## config.mk

```make
export PLATFORM = sky130hd
export DESIGN_NAME = des_key_schedule
export DESIGN_NICKNAME = d
export VERILOG_FILES = /design/src/rtl/des_ks_pkg.sv /design/src/rtl/des_ks_pc1.sv /design/src/rtl/des_ks_round.sv /design/src/rtl/des_ks_pc2.sv /design/src/rtl/des_key_schedule.sv
export SDC_FILE = /design/constraint.sdc
export NUM_CORES = 1
export LEC_CHECK = 0
export BUFFER_PORTS_ARGS = -buffer_cell sky130_fd_sc_hd__buf_2
export CORE_MARGIN = 2
export CORE_UTILIZATION = 54
export DETAILED_ROUTE_END_ITERATION = 10
export PLACE_DENSITY = 0.8
export SYNTH_ARGS = -nofsm -noshare
export SYNTH_HDL_FRONTEND = slang
export SYNTH_SLANG_ARGS = --single-unit
```

## constraint.sdc

```tcl
create_clock -name i_clk -period 5.3 [get_ports i_clk]
set_clock_uncertainty 0.05 [all_clocks]
set_input_delay 0 -clock i_clk [delete_from_list [all_inputs] [get_ports i_clk]]
set_output_delay 0 -clock i_clk [all_outputs]
set_load 0.005 [all_outputs]
```

## src/rtl/des_ks_pkg.sv

```systemverilog
// Package: DES key schedule tables, item types and bit-selection functions.
package des_ks_pkg;

    localparam int KEY_BITS   = 64;
    localparam int CD_BITS    = 56;
    localparam int HALF_BITS  = 28;
    localparam int SUB_BITS   = 48;
    localparam int ROUNDS     = 16;
    localparam int ROUND_W    = 4;
    localparam logic [ROUND_W-1:0] LAST_ROUND = 4'd15;
    localparam logic [ROUND_W-1:0] FIRST_ROUND = 4'd0;

    // Key permutation that drops the parity bits, 1-based positions, MSB first
    localparam logic [6:0] PC1_TAB [0:CD_BITS-1] = '{
        7'd57, 7'd49, 7'd41, 7'd33, 7'd25, 7'd17, 7'd9,  7'd1,  7'd58, 7'd50, 7'd42, 7'd34,
        7'd26, 7'd18, 7'd10, 7'd2,  7'd59, 7'd51, 7'd43, 7'd35, 7'd27, 7'd19, 7'd11, 7'd3,
        7'd60, 7'd52, 7'd44, 7'd36, 7'd63, 7'd55, 7'd47, 7'd39, 7'd31, 7'd23, 7'd15, 7'd7,
        7'd62, 7'd54, 7'd46, 7'd38, 7'd30, 7'd22, 7'd14, 7'd6,  7'd61, 7'd53, 7'd45, 7'd37,
        7'd29, 7'd21, 7'd13, 7'd5,  7'd28, 7'd20, 7'd12, 7'd4
    };

    // Subkey selection, 1-based positions into C||D
    localparam logic [5:0] PC2_TAB [0:SUB_BITS-1] = '{
        6'd14, 6'd17, 6'd11, 6'd24, 6'd1,  6'd5,  6'd3,  6'd28, 6'd15, 6'd6,  6'd21, 6'd10,
        6'd23, 6'd19, 6'd12, 6'd4,  6'd26, 6'd8,  6'd16, 6'd7,  6'd27, 6'd20, 6'd13, 6'd2,
        6'd41, 6'd52, 6'd31, 6'd37, 6'd47, 6'd55, 6'd30, 6'd40, 6'd51, 6'd45, 6'd33, 6'd48,
        6'd44, 6'd49, 6'd39, 6'd56, 6'd34, 6'd53, 6'd46, 6'd42, 6'd50, 6'd36, 6'd29, 6'd32
    };

    // Left rotation per round
    localparam logic [1:0] ROT_TAB [0:ROUNDS-1] = '{
        2'd1, 2'd1, 2'd2, 2'd2, 2'd2, 2'd2, 2'd2, 2'd2,
        2'd1, 2'd2, 2'd2, 2'd2, 2'd2, 2'd2, 2'd2, 2'd1
    };

    // One round item between the round generator and PC-2
    typedef struct packed {
        logic [ROUND_W-1:0] rnd;
        logic               last;
        logic [CD_BITS-1:0] cd;
    } t_rnd_item;

    // Low 7 bits of each byte to the high bits, odd parity in bit 0
    function automatic logic [KEY_BITS-1:0] build_key(input logic [KEY_BITS-1:0] raw);
        logic [KEY_BITS-1:0] k;
        logic [6:0]          b;
        k = '0;
        for (int i = 0; i < 8; i++) begin
            b = raw[8*i +: 7];
            k[8*i +: 8] = {b, ~(^b)};
        end
        return k;
    endfunction

    function automatic logic [CD_BITS-1:0] pc1(input logic [KEY_BITS-1:0] k);
        logic [CD_BITS-1:0] cd;
        cd = '0;
        for (int i = 0; i < CD_BITS; i++) begin
            cd[CD_BITS-1-i] = k[6'(KEY_BITS - int'(PC1_TAB[i]))];
        end
        return cd;
    endfunction

    function automatic logic [SUB_BITS-1:0] pc2(input logic [CD_BITS-1:0] cd);
        logic [SUB_BITS-1:0] sub;
        sub = '0;
        for (int j = 0; j < SUB_BITS; j++) begin
            sub[SUB_BITS-1-j] = cd[6'(CD_BITS - int'(PC2_TAB[j]))];
        end
        return sub;
    endfunction

    function automatic logic [HALF_BITS-1:0] rot28(input logic [HALF_BITS-1:0] h,
                                                   input logic [1:0] s);
        logic [HALF_BITS-1:0] r;
        if (s == 2'd2) begin
            r = {h[HALF_BITS-3:0], h[HALF_BITS-1:HALF_BITS-2]};
        end else begin
            r = {h[HALF_BITS-2:0], h[HALF_BITS-1]};
        end
        return r;
    endfunction

endpackage

```

## src/rtl/des_ks_pc1.sv

```systemverilog
// Input stage: parity key build and PC-1 into a registered C/D pair.
module des_ks_pc1 import des_ks_pkg::*; (
    input  logic                i_clk,
    input  logic                i_rst_n,
    input  logic                i_vld,
    input  logic [KEY_BITS-1:0] i_key,
    output logic                o_take,
    output logic                o_vld,
    output logic [CD_BITS-1:0]  o_cd,
    input  logic                i_take
);

    logic               r_vld;
    logic [CD_BITS-1:0] r_cd;
    logic               n_vld;

    // stage can load when empty or emptying
    assign o_take = !r_vld || i_take;
    assign n_vld  = o_take ? i_vld : r_vld;

    always_ff @(posedge i_clk) begin
        if (!i_rst_n) begin
            r_vld <= 1'b0;
        end else begin
            r_vld <= n_vld;
        end
    end

    // payload
    always_ff @(posedge i_clk) begin
        if (o_take && i_vld) begin
            r_cd <= pc1(build_key(i_key));
        end
    end

    assign o_vld = r_vld;
    assign o_cd  = r_cd;

endmodule

```

## src/rtl/des_ks_round.sv

```systemverilog
// Round generator: holds C/D and steps through the 16 rotations, one item per cycle unless PC-2 stalls.
module des_ks_round import des_ks_pkg::*; (
    input  logic               i_clk,
    input  logic               i_rst_n,
    input  logic               i_vld,
    input  logic [CD_BITS-1:0] i_cd,
    output logic               o_take,
    output logic               o_vld,
    output t_rnd_item          o_item,
    input  logic               i_take
);

    logic                 r_vld;
    logic [ROUND_W-1:0]   r_rnd;
    logic [HALF_BITS-1:0] r_c;
    logic [HALF_BITS-1:0] r_d;
    logic                 n_vld;
    logic                 w_move;
    logic                 w_done;
    logic                 w_load;
    logic [ROUND_W-1:0]   w_nrnd;

    assign w_move = r_vld && i_take;
    assign w_done = w_move && (r_rnd == LAST_ROUND);
    // free for a new key when empty or finishing the last round
    assign o_take = !r_vld || w_done;
    assign w_load = o_take && i_vld;
    assign w_nrnd = r_rnd + 1'b1;

    always_comb begin
        n_vld = r_vld;
        if (o_take) begin
            n_vld = i_vld;
        end
    end

    always_ff @(posedge i_clk) begin
        if (!i_rst_n) begin
            r_vld <= 1'b0;
        end else begin
            r_vld <= n_vld;
        end
    end

    // halves hold the rotation state of the current round
    always_ff @(posedge i_clk) begin
        if (w_load) begin
            r_rnd <= FIRST_ROUND;
            r_c   <= rot28(i_cd[CD_BITS-1:HALF_BITS], ROT_TAB[FIRST_ROUND]);
            r_d   <= rot28(i_cd[HALF_BITS-1:0], ROT_TAB[FIRST_ROUND]);
        end else if (w_move && !w_done) begin
            r_rnd <= w_nrnd;
            r_c   <= rot28(r_c, ROT_TAB[w_nrnd]);
            r_d   <= rot28(r_d, ROT_TAB[w_nrnd]);
        end
    end

    assign o_vld       = r_vld;
    assign o_item.rnd  = r_rnd;
    assign o_item.last = (r_rnd == LAST_ROUND);
    assign o_item.cd   = {r_c, r_d};

endmodule

```

## src/rtl/des_ks_pc2.sv

```systemverilog
// Output stage: PC-2 into the output register.
module des_ks_pc2 import des_ks_pkg::*; (
    input  logic                i_clk,
    input  logic                i_rst_n,
    input  logic                i_vld,
    input  t_rnd_item           i_item,
    output logic                o_take,
    output logic                o_vld,
    output logic [ROUND_W-1:0]  o_rnd,
    output logic [SUB_BITS-1:0] o_sub,
    output logic                o_last,
    input  logic                i_stall
);

    logic                r_vld;
    logic [ROUND_W-1:0]  r_rnd;
    logic [SUB_BITS-1:0] r_sub;
    logic                r_last;
    logic                n_vld;

    assign o_take = !r_vld || !i_stall;
    assign n_vld  = o_take ? i_vld : r_vld;

    always_ff @(posedge i_clk) begin
        if (!i_rst_n) begin
            r_vld <= 1'b0;
        end else begin
            r_vld <= n_vld;
        end
    end

    // payload
    always_ff @(posedge i_clk) begin
        if (o_take && i_vld) begin
            r_rnd  <= i_item.rnd;
            r_sub  <= pc2(i_item.cd);
            r_last <= i_item.last;
        end
    end

    assign o_vld  = r_vld;
    assign o_rnd  = r_rnd;
    assign o_sub  = r_sub;
    assign o_last = r_last;

endmodule

```

## src/rtl/des_key_schedule.sv

```systemverilog
// Top level: DES key schedule, one key in, sixteen round subkeys out.
//
//  channel  | handshake           | payload
//  ---------+---------------------+------------------------------------------
//  key in   | i_valid / o_stall   | i_key_bytes[63:0]
//  subkey   | o_valid / i_stall   | o_round_index[3:0], o_subkey[47:0],
//           |                     | o_last_subkey
//
// Three register stages: PC-1, round generator, PC-2 output register.
// Each key yields 16 items, one per cycle while i_stall is low. A key passes
// the PC-1, round generator and PC-2 registers before o_valid rises. The next
// key waits in the PC-1 stage and enters as the last round leaves. Reset
// clears valid bits only. While i_stall is high, empty stages still fill,
// then the stall backs up to o_stall; nothing is lost or repeated.
module des_key_schedule import des_ks_pkg::*; (
    input  logic                i_clk,
    input  logic                i_rst_n,
    input  logic                i_valid,
    input  logic [KEY_BITS-1:0] i_key_bytes,
    output logic                o_stall,
    output logic                o_valid,
    output logic [ROUND_W-1:0]  o_round_index,
    output logic [SUB_BITS-1:0] o_subkey,
    output logic                o_last_subkey,
    input  logic                i_stall
);

    logic               w_in_take;
    logic               w_a_vld;
    logic [CD_BITS-1:0] w_a_cd;
    logic               w_a_take;
    logic               w_b_vld;
    t_rnd_item          w_b_item;
    logic               w_b_take;

    assign o_stall = !w_in_take;

    // PC-1 stage
    des_ks_pc1 u_pc1 (
        .i_clk   (i_clk),
        .i_rst_n (i_rst_n),
        .i_vld   (i_valid),
        .i_key   (i_key_bytes),
        .o_take  (w_in_take),
        .o_vld   (w_a_vld),
        .o_cd    (w_a_cd),
        .i_take  (w_a_take)
    );

    // round generator
    des_ks_round u_round (
        .i_clk   (i_clk),
        .i_rst_n (i_rst_n),
        .i_vld   (w_a_vld),
        .i_cd    (w_a_cd),
        .o_take  (w_a_take),
        .o_vld   (w_b_vld),
        .o_item  (w_b_item),
        .i_take  (w_b_take)
    );

    // PC-2 and output register
    des_ks_pc2 u_pc2 (
        .i_clk   (i_clk),
        .i_rst_n (i_rst_n),
        .i_vld   (w_b_vld),
        .i_item  (w_b_item),
        .o_take  (w_b_take),
        .o_vld   (o_valid),
        .o_rnd   (o_round_index),
        .o_sub   (o_subkey),
        .o_last  (o_last_subkey),
        .i_stall (i_stall)
    );

endmodule

```

== After elaboration in Yosys (flattened, before gate mapping) ==
Memory sizes are Yosys's and may differ from the RTL's.
Index checks and enable logic that the tools add are counted.

* Flip-flop bits (word level): 123
* Memory bits (read-only): 32
* Bits of input ports: 68
* Output and inout port bits: 55
* Memories kept: 1

{| class="wikitable"
|+ Memories
! name !! depth !! bits a word !! read ports !! clocked after Yosys merged registers in !! wr ports !! RTL line !! source
|-
| (no name shown) || 16 || 2 || 1 || 0 || 0 || des_ks_round.sv:53 || <nowiki>r_c <= rot28(r_c, ROT_TAB[w_nrnd]);</nowiki>
|}

* Add/sub/neg operators: 1
* Order comparisons: 1
* Equality and inequality tests: 2
* Mux-type cells: 8
* Bitwise operators: 1
* Reduce and logical (&&, ||, !) cells: 15

{| class="wikitable"
|+ Operator list
! kind !! count
|-
| 28-bit 2-to-1 mux || 6
|-
| 1-bit zero test || 6
|-
| 5-bit >= comparator (second input constant) || 1
|-
| 1-bit logical AND || 5
|-
| 4-bit NOT with 5-bit output || 1
|-
| 4-bit by 1-bit adder with 4-bit output (second input constant) || 1
|-
| 4-bit equality test (second input constant) || 1
|-
| 2-bit 2-to-1 mux || 2
|-
| 1-bit logical OR || 3
|-
| 2-bit equality test (second input constant) || 1
|-
| 2-bit nonzero test || 1
|}

== Depth between registers and ports, before layout ==
* Depth after elaboration: 9
* Depth in mapped cells: 8
* Depth with buffers taken out: 6

== Modules after synthesis ==
A second synthesis with hierarchy kept.

* Cells, all modules: 480
* Area, all modules: 5,836.8 um^2

{| class="wikitable"
|+ By module, submodules not included
! module !! times used !! cells an instance !! area an instance (um^2)
|-
| des_ks_round || 1 || 358 || 3,557.2
|-
| des_ks_pc2 || 1 || 59 || 1,163.6
|-
| des_ks_pc1 || 1 || 62 || 1,112.3
|-
| des_key_schedule || 1 || 1 || 3.8
|}

== Least setup slack after synthesis ==
OpenSTA, ideal clock, no wires.

* Path type: reg-to-reg
* Start: register u_round.r_vld, in the netlist u_round.o_vld
* End: register u_round.r_c[0], enable pin
* Setup time: 415 ps
* Arrival time: 3,825 ps
* Data required time: 4,835 ps
* Slack: 1,010 ps
* Cell stages (with the launch flop): 4
* Path buffers: 0
* Period minus slack after synthesis: 4,290 ps
* Cell sequence: dfxtp_1 a21boi_1 nand2_1 nand2_1

* Word-level cells in the longest chain between the ends: 5
* Elaborated cells between the ends (all ways): 8
* Classes of those cells: reduce/logical (8)

{| class="wikitable"
|+ Ends and longest elaborated chain
! what !! RTL line !! source
|-
| start: declaration || des_ks_round.sv:13 || <nowiki>logic r_vld;</nowiki>
|-
| start signal: assignment || des_ks_round.sv:41 || <nowiki>r_vld <= n_vld;</nowiki>
|-
| 1-bit logical AND * || des_ks_round.sv:23 || <nowiki>assign w_move = r_vld && i_take;</nowiki>
|-
| named net u_round.w_move || des_ks_round.sv:18 || <nowiki>logic w_move;</nowiki>
|-
| 1-bit logical AND || des_ks_round.sv:24 || <nowiki>assign w_done = w_move && (r_rnd == LAST_ROUND);</nowiki>
|-
| 1-bit zero test or 1-bit logical OR (tied branches) || des_ks_round.sv:51, des_ks_round.sv:26 ||
|-
| 1-bit logical AND (on tied branches) || des_ks_round.sv:51, des_ks_round.sv:27 ||
|-
| 2-bit nonzero test (no source line) * || -- ||
|-
| end signal: assignment || des_ks_round.sv:49 || <nowiki>r_c <= rot28(i_cd[CD_BITS-1:HALF_BITS], ROT_TAB[FIRST_ROUND]);</nowiki>
|-
| end signal: assignment || des_ks_round.sv:53 ||
|-
| end: declaration || des_ks_round.sv:15 || <nowiki>logic [HALF_BITS-1:0] r_c;</nowiki>
|}

The timed path passes the listed nets; every way through them passes the cells marked *.
A chain may end at the register's enable or synchronous reset.

== Worst setup path after layout ==
* Start: register u_round.r_rnd[1]
* End: register u_round.r_d[7], enable pin

* Word-level cells in the longest chain between the ends: 5
* Elaborated cells between the ends (all ways): 7
* Classes of those cells: eq/ne (1); reduce/logical (6)

{| class="wikitable"
|+ Ends and longest elaborated chain
! what !! RTL line !! source
|-
| start: declaration || des_ks_round.sv:14 || <nowiki>logic [ROUND_W-1:0] r_rnd;</nowiki>
|-
| start signal: assignment || des_ks_round.sv:52 || <nowiki>r_rnd <= w_nrnd;</nowiki>
|-
| 4-bit equality test * || des_ks_round.sv:24 ||
|-
| 1-bit logical AND * || des_ks_round.sv:24 ||
|-
| 1-bit zero test or 1-bit logical OR (tied branches) || des_ks_round.sv:51, des_ks_round.sv:26 ||
|-
| 1-bit logical AND (on tied branches) || des_ks_round.sv:51, des_ks_round.sv:27 ||
|-
| 2-bit nonzero test (no source line) * || -- ||
|-
| end signal: assignment || des_ks_round.sv:50 || <nowiki>r_d <= rot28(i_cd[HALF_BITS-1:0], ROT_TAB[FIRST_ROUND]);</nowiki>
|-
| end signal: assignment || des_ks_round.sv:54 || <nowiki>r_d <= rot28(r_d, ROT_TAB[w_nrnd]);</nowiki>
|-
| end: declaration || des_ks_round.sv:16 || <nowiki>logic [HALF_BITS-1:0] r_d;</nowiki>
|}

Every way passes the cells marked *; elsewhere a longest branch is shown, timed or not.

==> metrics <==
CP bufs+invs 1; Synth area leaders edfxtp_1 (65%), nand3_1 (6.8%), o21ai_0 (3.7%); area leader, netlist edfxtp_1; worst slew pin tran 1.32 ns; worst hold path type input port to flop; ys flop type edfxtp_1; count leader, synth edfxtp_1; Reg clk slew, reported paths 0.06 ns; ant diodes 0; Mapped Area 5390 µm²; critical path type flop to flop; Layout Nets 574; DR vias/cell 5.92; worst skew pair latency 0.52 ns; Critical Path AT 3.82 ns; pwr dens 547 nW/µm²; post-synthesis register bit count 123; R2R depth 6; antenna violations before repair 0; Reg2Reg Launch Point u_round.r_rnd[1]$_SDFFE_PP0P_; status completed; Die Area 10800 µm²; Remaining Overflow, GRT 0; maxcap violations 0; Max Slew Vio Count 0; hold path endpoint u_pc2.o_sub[40]$_DFFE_PP_; Post-Synthesis Cells 424; fraction of layout cells with a size suffix above 1 0.212; Tmin final 3.67 ns; number of detailed-route iterations in the first pass 5; clock sinks 123; DIE WIDTH 104 µm; DIE HEIGHT 104 µm; final setup vio count 0; drt first-iter violations 390; Syn Area/Cell 12.7 µm²; cell family with most CP delay simple AND/OR/NAND/NOR gates; Cell variety after synth 35; GR Util met2 0.336; Leak 2.36 nW; Rows 36; WP depth 6; GRT Total Usage 0.217; clock root buffer master clkbuf_8; H-tree Lvls 4; CTS Buf Count 17; number of global-route vias before repair 3508; DR DRC count 0; DP HPWL 6.12 mm; first-pass GRT wire length 18.3 mm; Slew HR 0.119; M1 GR Usage 0.294; EDFF count, synth 116; slowest cell on the critical path nand2_2; Setup WS pre-CTS 1.66 ns; Post-DRT Antenna Nets 0; unrepaired setup endpoints after global routing no; Fillers 695; TritonCTS clock tree built; post-synth top area share 0.646; R2R Setup Slk 1.63 ns; Max Fclk 273 MHz; post-synthesis async set-or-reset flop share 0; top cells by count, synth edfxtp_1 (116), nand3_1 (73), o21ai_0 (40); final setup TNS 0 ns; largest net degree at the start of global routing 57; IO Pins 123; DR WL/cell 17.7 µm; Worst EP required 5.45 ns; Syn-to-layout area delta 21.7%; global route hottest layer met2; hold path cells 2; Crit path largest cell delay 0.65 ns; sequence of cells on the critical path ha_1 -> nand3_1 -> o21ai_2 -> nand2_1 -> nand2_2 -> buf_4; Synth Warn # 0; period utilization 0.692; CORE AREA 9730 µm²; min-delay src i_stall; post-synthesis sequential area ratio 0.672; Worst setup EP type flop; crit-path max FO 25; IO Port Bufs 65; Initial Util 0.554; gpl congestion 0.840; via count 3834; CP Launch Type flop; maximum clock path buffer count 2; IR drop worst, VDD 295 µV; met3 Usage GRT 0.0664; worst r2r dst u_round.r_d[7]$_DFFE_PP_; final hold vios 0; Final WS setup 1.63 ns; final wirelength 11.5 mm
how the worst max path moves through the flow:
| stage | from | end | slack, ns |
|---|---|---|---|
| 2_1_floorplan | u_round.o_vld$_SDFFE_PN0P_ | u_round.r_c[0]$_DFFE_PP_ | 1.01 |
| 3_3_place_gp | u_round.r_rnd[1]$_SDFFE_PP0P_ | u_round.r_d[1]$_DFFE_PP_ | 1.83 |
| 3_5_place_dp | u_round.r_rnd[1]$_SDFFE_PP0P_ | u_round.r_d[0]$_DFFE_PP_ | 1.66 |
| 4_1_cts | u_round.r_rnd[1]$_SDFFE_PP0P_ | u_round.r_d[7]$_DFFE_PP_ | 1.63 |
| 5_1_grt | u_round.r_rnd[1]$_SDFFE_PP0P_ | u_round.r_d[15]$_DFFE_PP_ | 1.39 |
| 6_report | u_round.r_rnd[1]$_SDFFE_PP0P_ | u_round.r_d[7]$_DFFE_PP_ | 1.63 |
through the flow:
step | hold WS, ns | instance area, µm² | utilization | instances | power, W
after floorplan | 0.0489 | 5470 | - | 444 | 0.00227
after global placement | 0.126 | 5690 | 0.585 | 584 | 0.00242
after detailed placement | 0.128 | 5690 | 0.585 | 584 | 0.00247
after CTS | 0.00993 | 6560 | 0.674 | 648 | 0.00357
after global routing | 0.0259 | 6560 | 0.674 | 648 | 0.00377
final | 0.00353 | 6560 | 0.674 | 648 | 0.00359
state kept, by name, indices dropped and copies added (netlist names):
| signal | count |
|---|---|
| u_pc2.o_vld | 1 |
| u_round.r_rnd | 4 |
| u_pc2.o_rnd | 4 |
| u_round.r_d | 28 |
| u_pc1.o_cd | 28 |
| u_pc2.o_sub | 27 |
| u_round.o_vld | 1 |
| u_pc1.o_vld | 1 |
| u_round.r_c | 28 |
| u_pc2.o_last | 1 |
cell families (layout without fill, tap and decap cells):
family | count (synthesis) | after routing | synth area share
xor gates and xnor gates | 2 | 2 | 0.00325
and+or+nand+nor | 103 | 103 | 0.0968
DFF | 123 | 123 | 0.672
other | 1 | 21 | 0.000696
AOI/OAI and AO/OA | 124 | 124 | 0.147
buffers and inverters | 67 | 138 | 0.0710
adders and majority gates | 4 | 4 | 0.00928
area by class of cell:
class | instances | area (µm²) | area share
inverter | 4 | 15.0 | 0.00229
sequential | 123 | 3620 | 0.552
clock buffer | 19 | 422 | 0.0643
tap | 133 | 166 | 0.0254
timing repair buffer | 102 | 683 | 0.104
multi-input combinational | 254 | 1520 | 0.232
clock inverter | 13 | 128 | 0.0195
power by group:
part	switching (W)	internal (W)
logic	0.000625	0.000350
registers	0.000131	0.00140
clock network	0.000418	0.000662
what timing repair did:
| item | in CTS | in global routing |
|---|---|---|
| endpoints found under the hold margin | 31 | 0 |
| resized for setup | 0 | 0 |
| endpoints found under the setup margin | 0 | 0 |
| buffers inserted | 0 | 0 |
| hold buffers | 32 | 0 |
layer usage:
layer / up-vias / share of wire
met5: - / 0
met2: 207 / 0.49
met4: 0 / 0.013
met3: 17 / 0.080
li1: 1789 / -
met1: 1821 / 0.42
cells in the final DEF, fill, tap and decap left out, types with 2 or more instances in the layout:
| cell type | instances |
|---|---|
| conb_1 | 21 |
| bufinv_16 | 2 |
| nor3_1 | 14 |
| clkinv_2 | 5 |
| buf_4 | 5 |
| a21oi_1 | 29 |
| o2111ai_1 | 16 |
| edfxtp_1 | 116 |
| nor4b_1 | 3 |
| dfxtp_1 | 7 |
| dlygate4sd3_1 | 32 |
| clkbuf_1 | 2 |
| o21a_1 | 3 |
| nand2_1 | 2 |
| nor2_1 | 4 |
| buf_2 | 65 |
| a31oi_1 | 12 |
| clkbuf_16 | 16 |
| ha_1 | 4 |
| nand3_1 | 73 |
| o21ai_0 | 40 |
| o221ai_1 | 16 |
| clkinvlp_4 | 4 |
| inv_1 | 4 |
(Power assumes the default switching activity.)
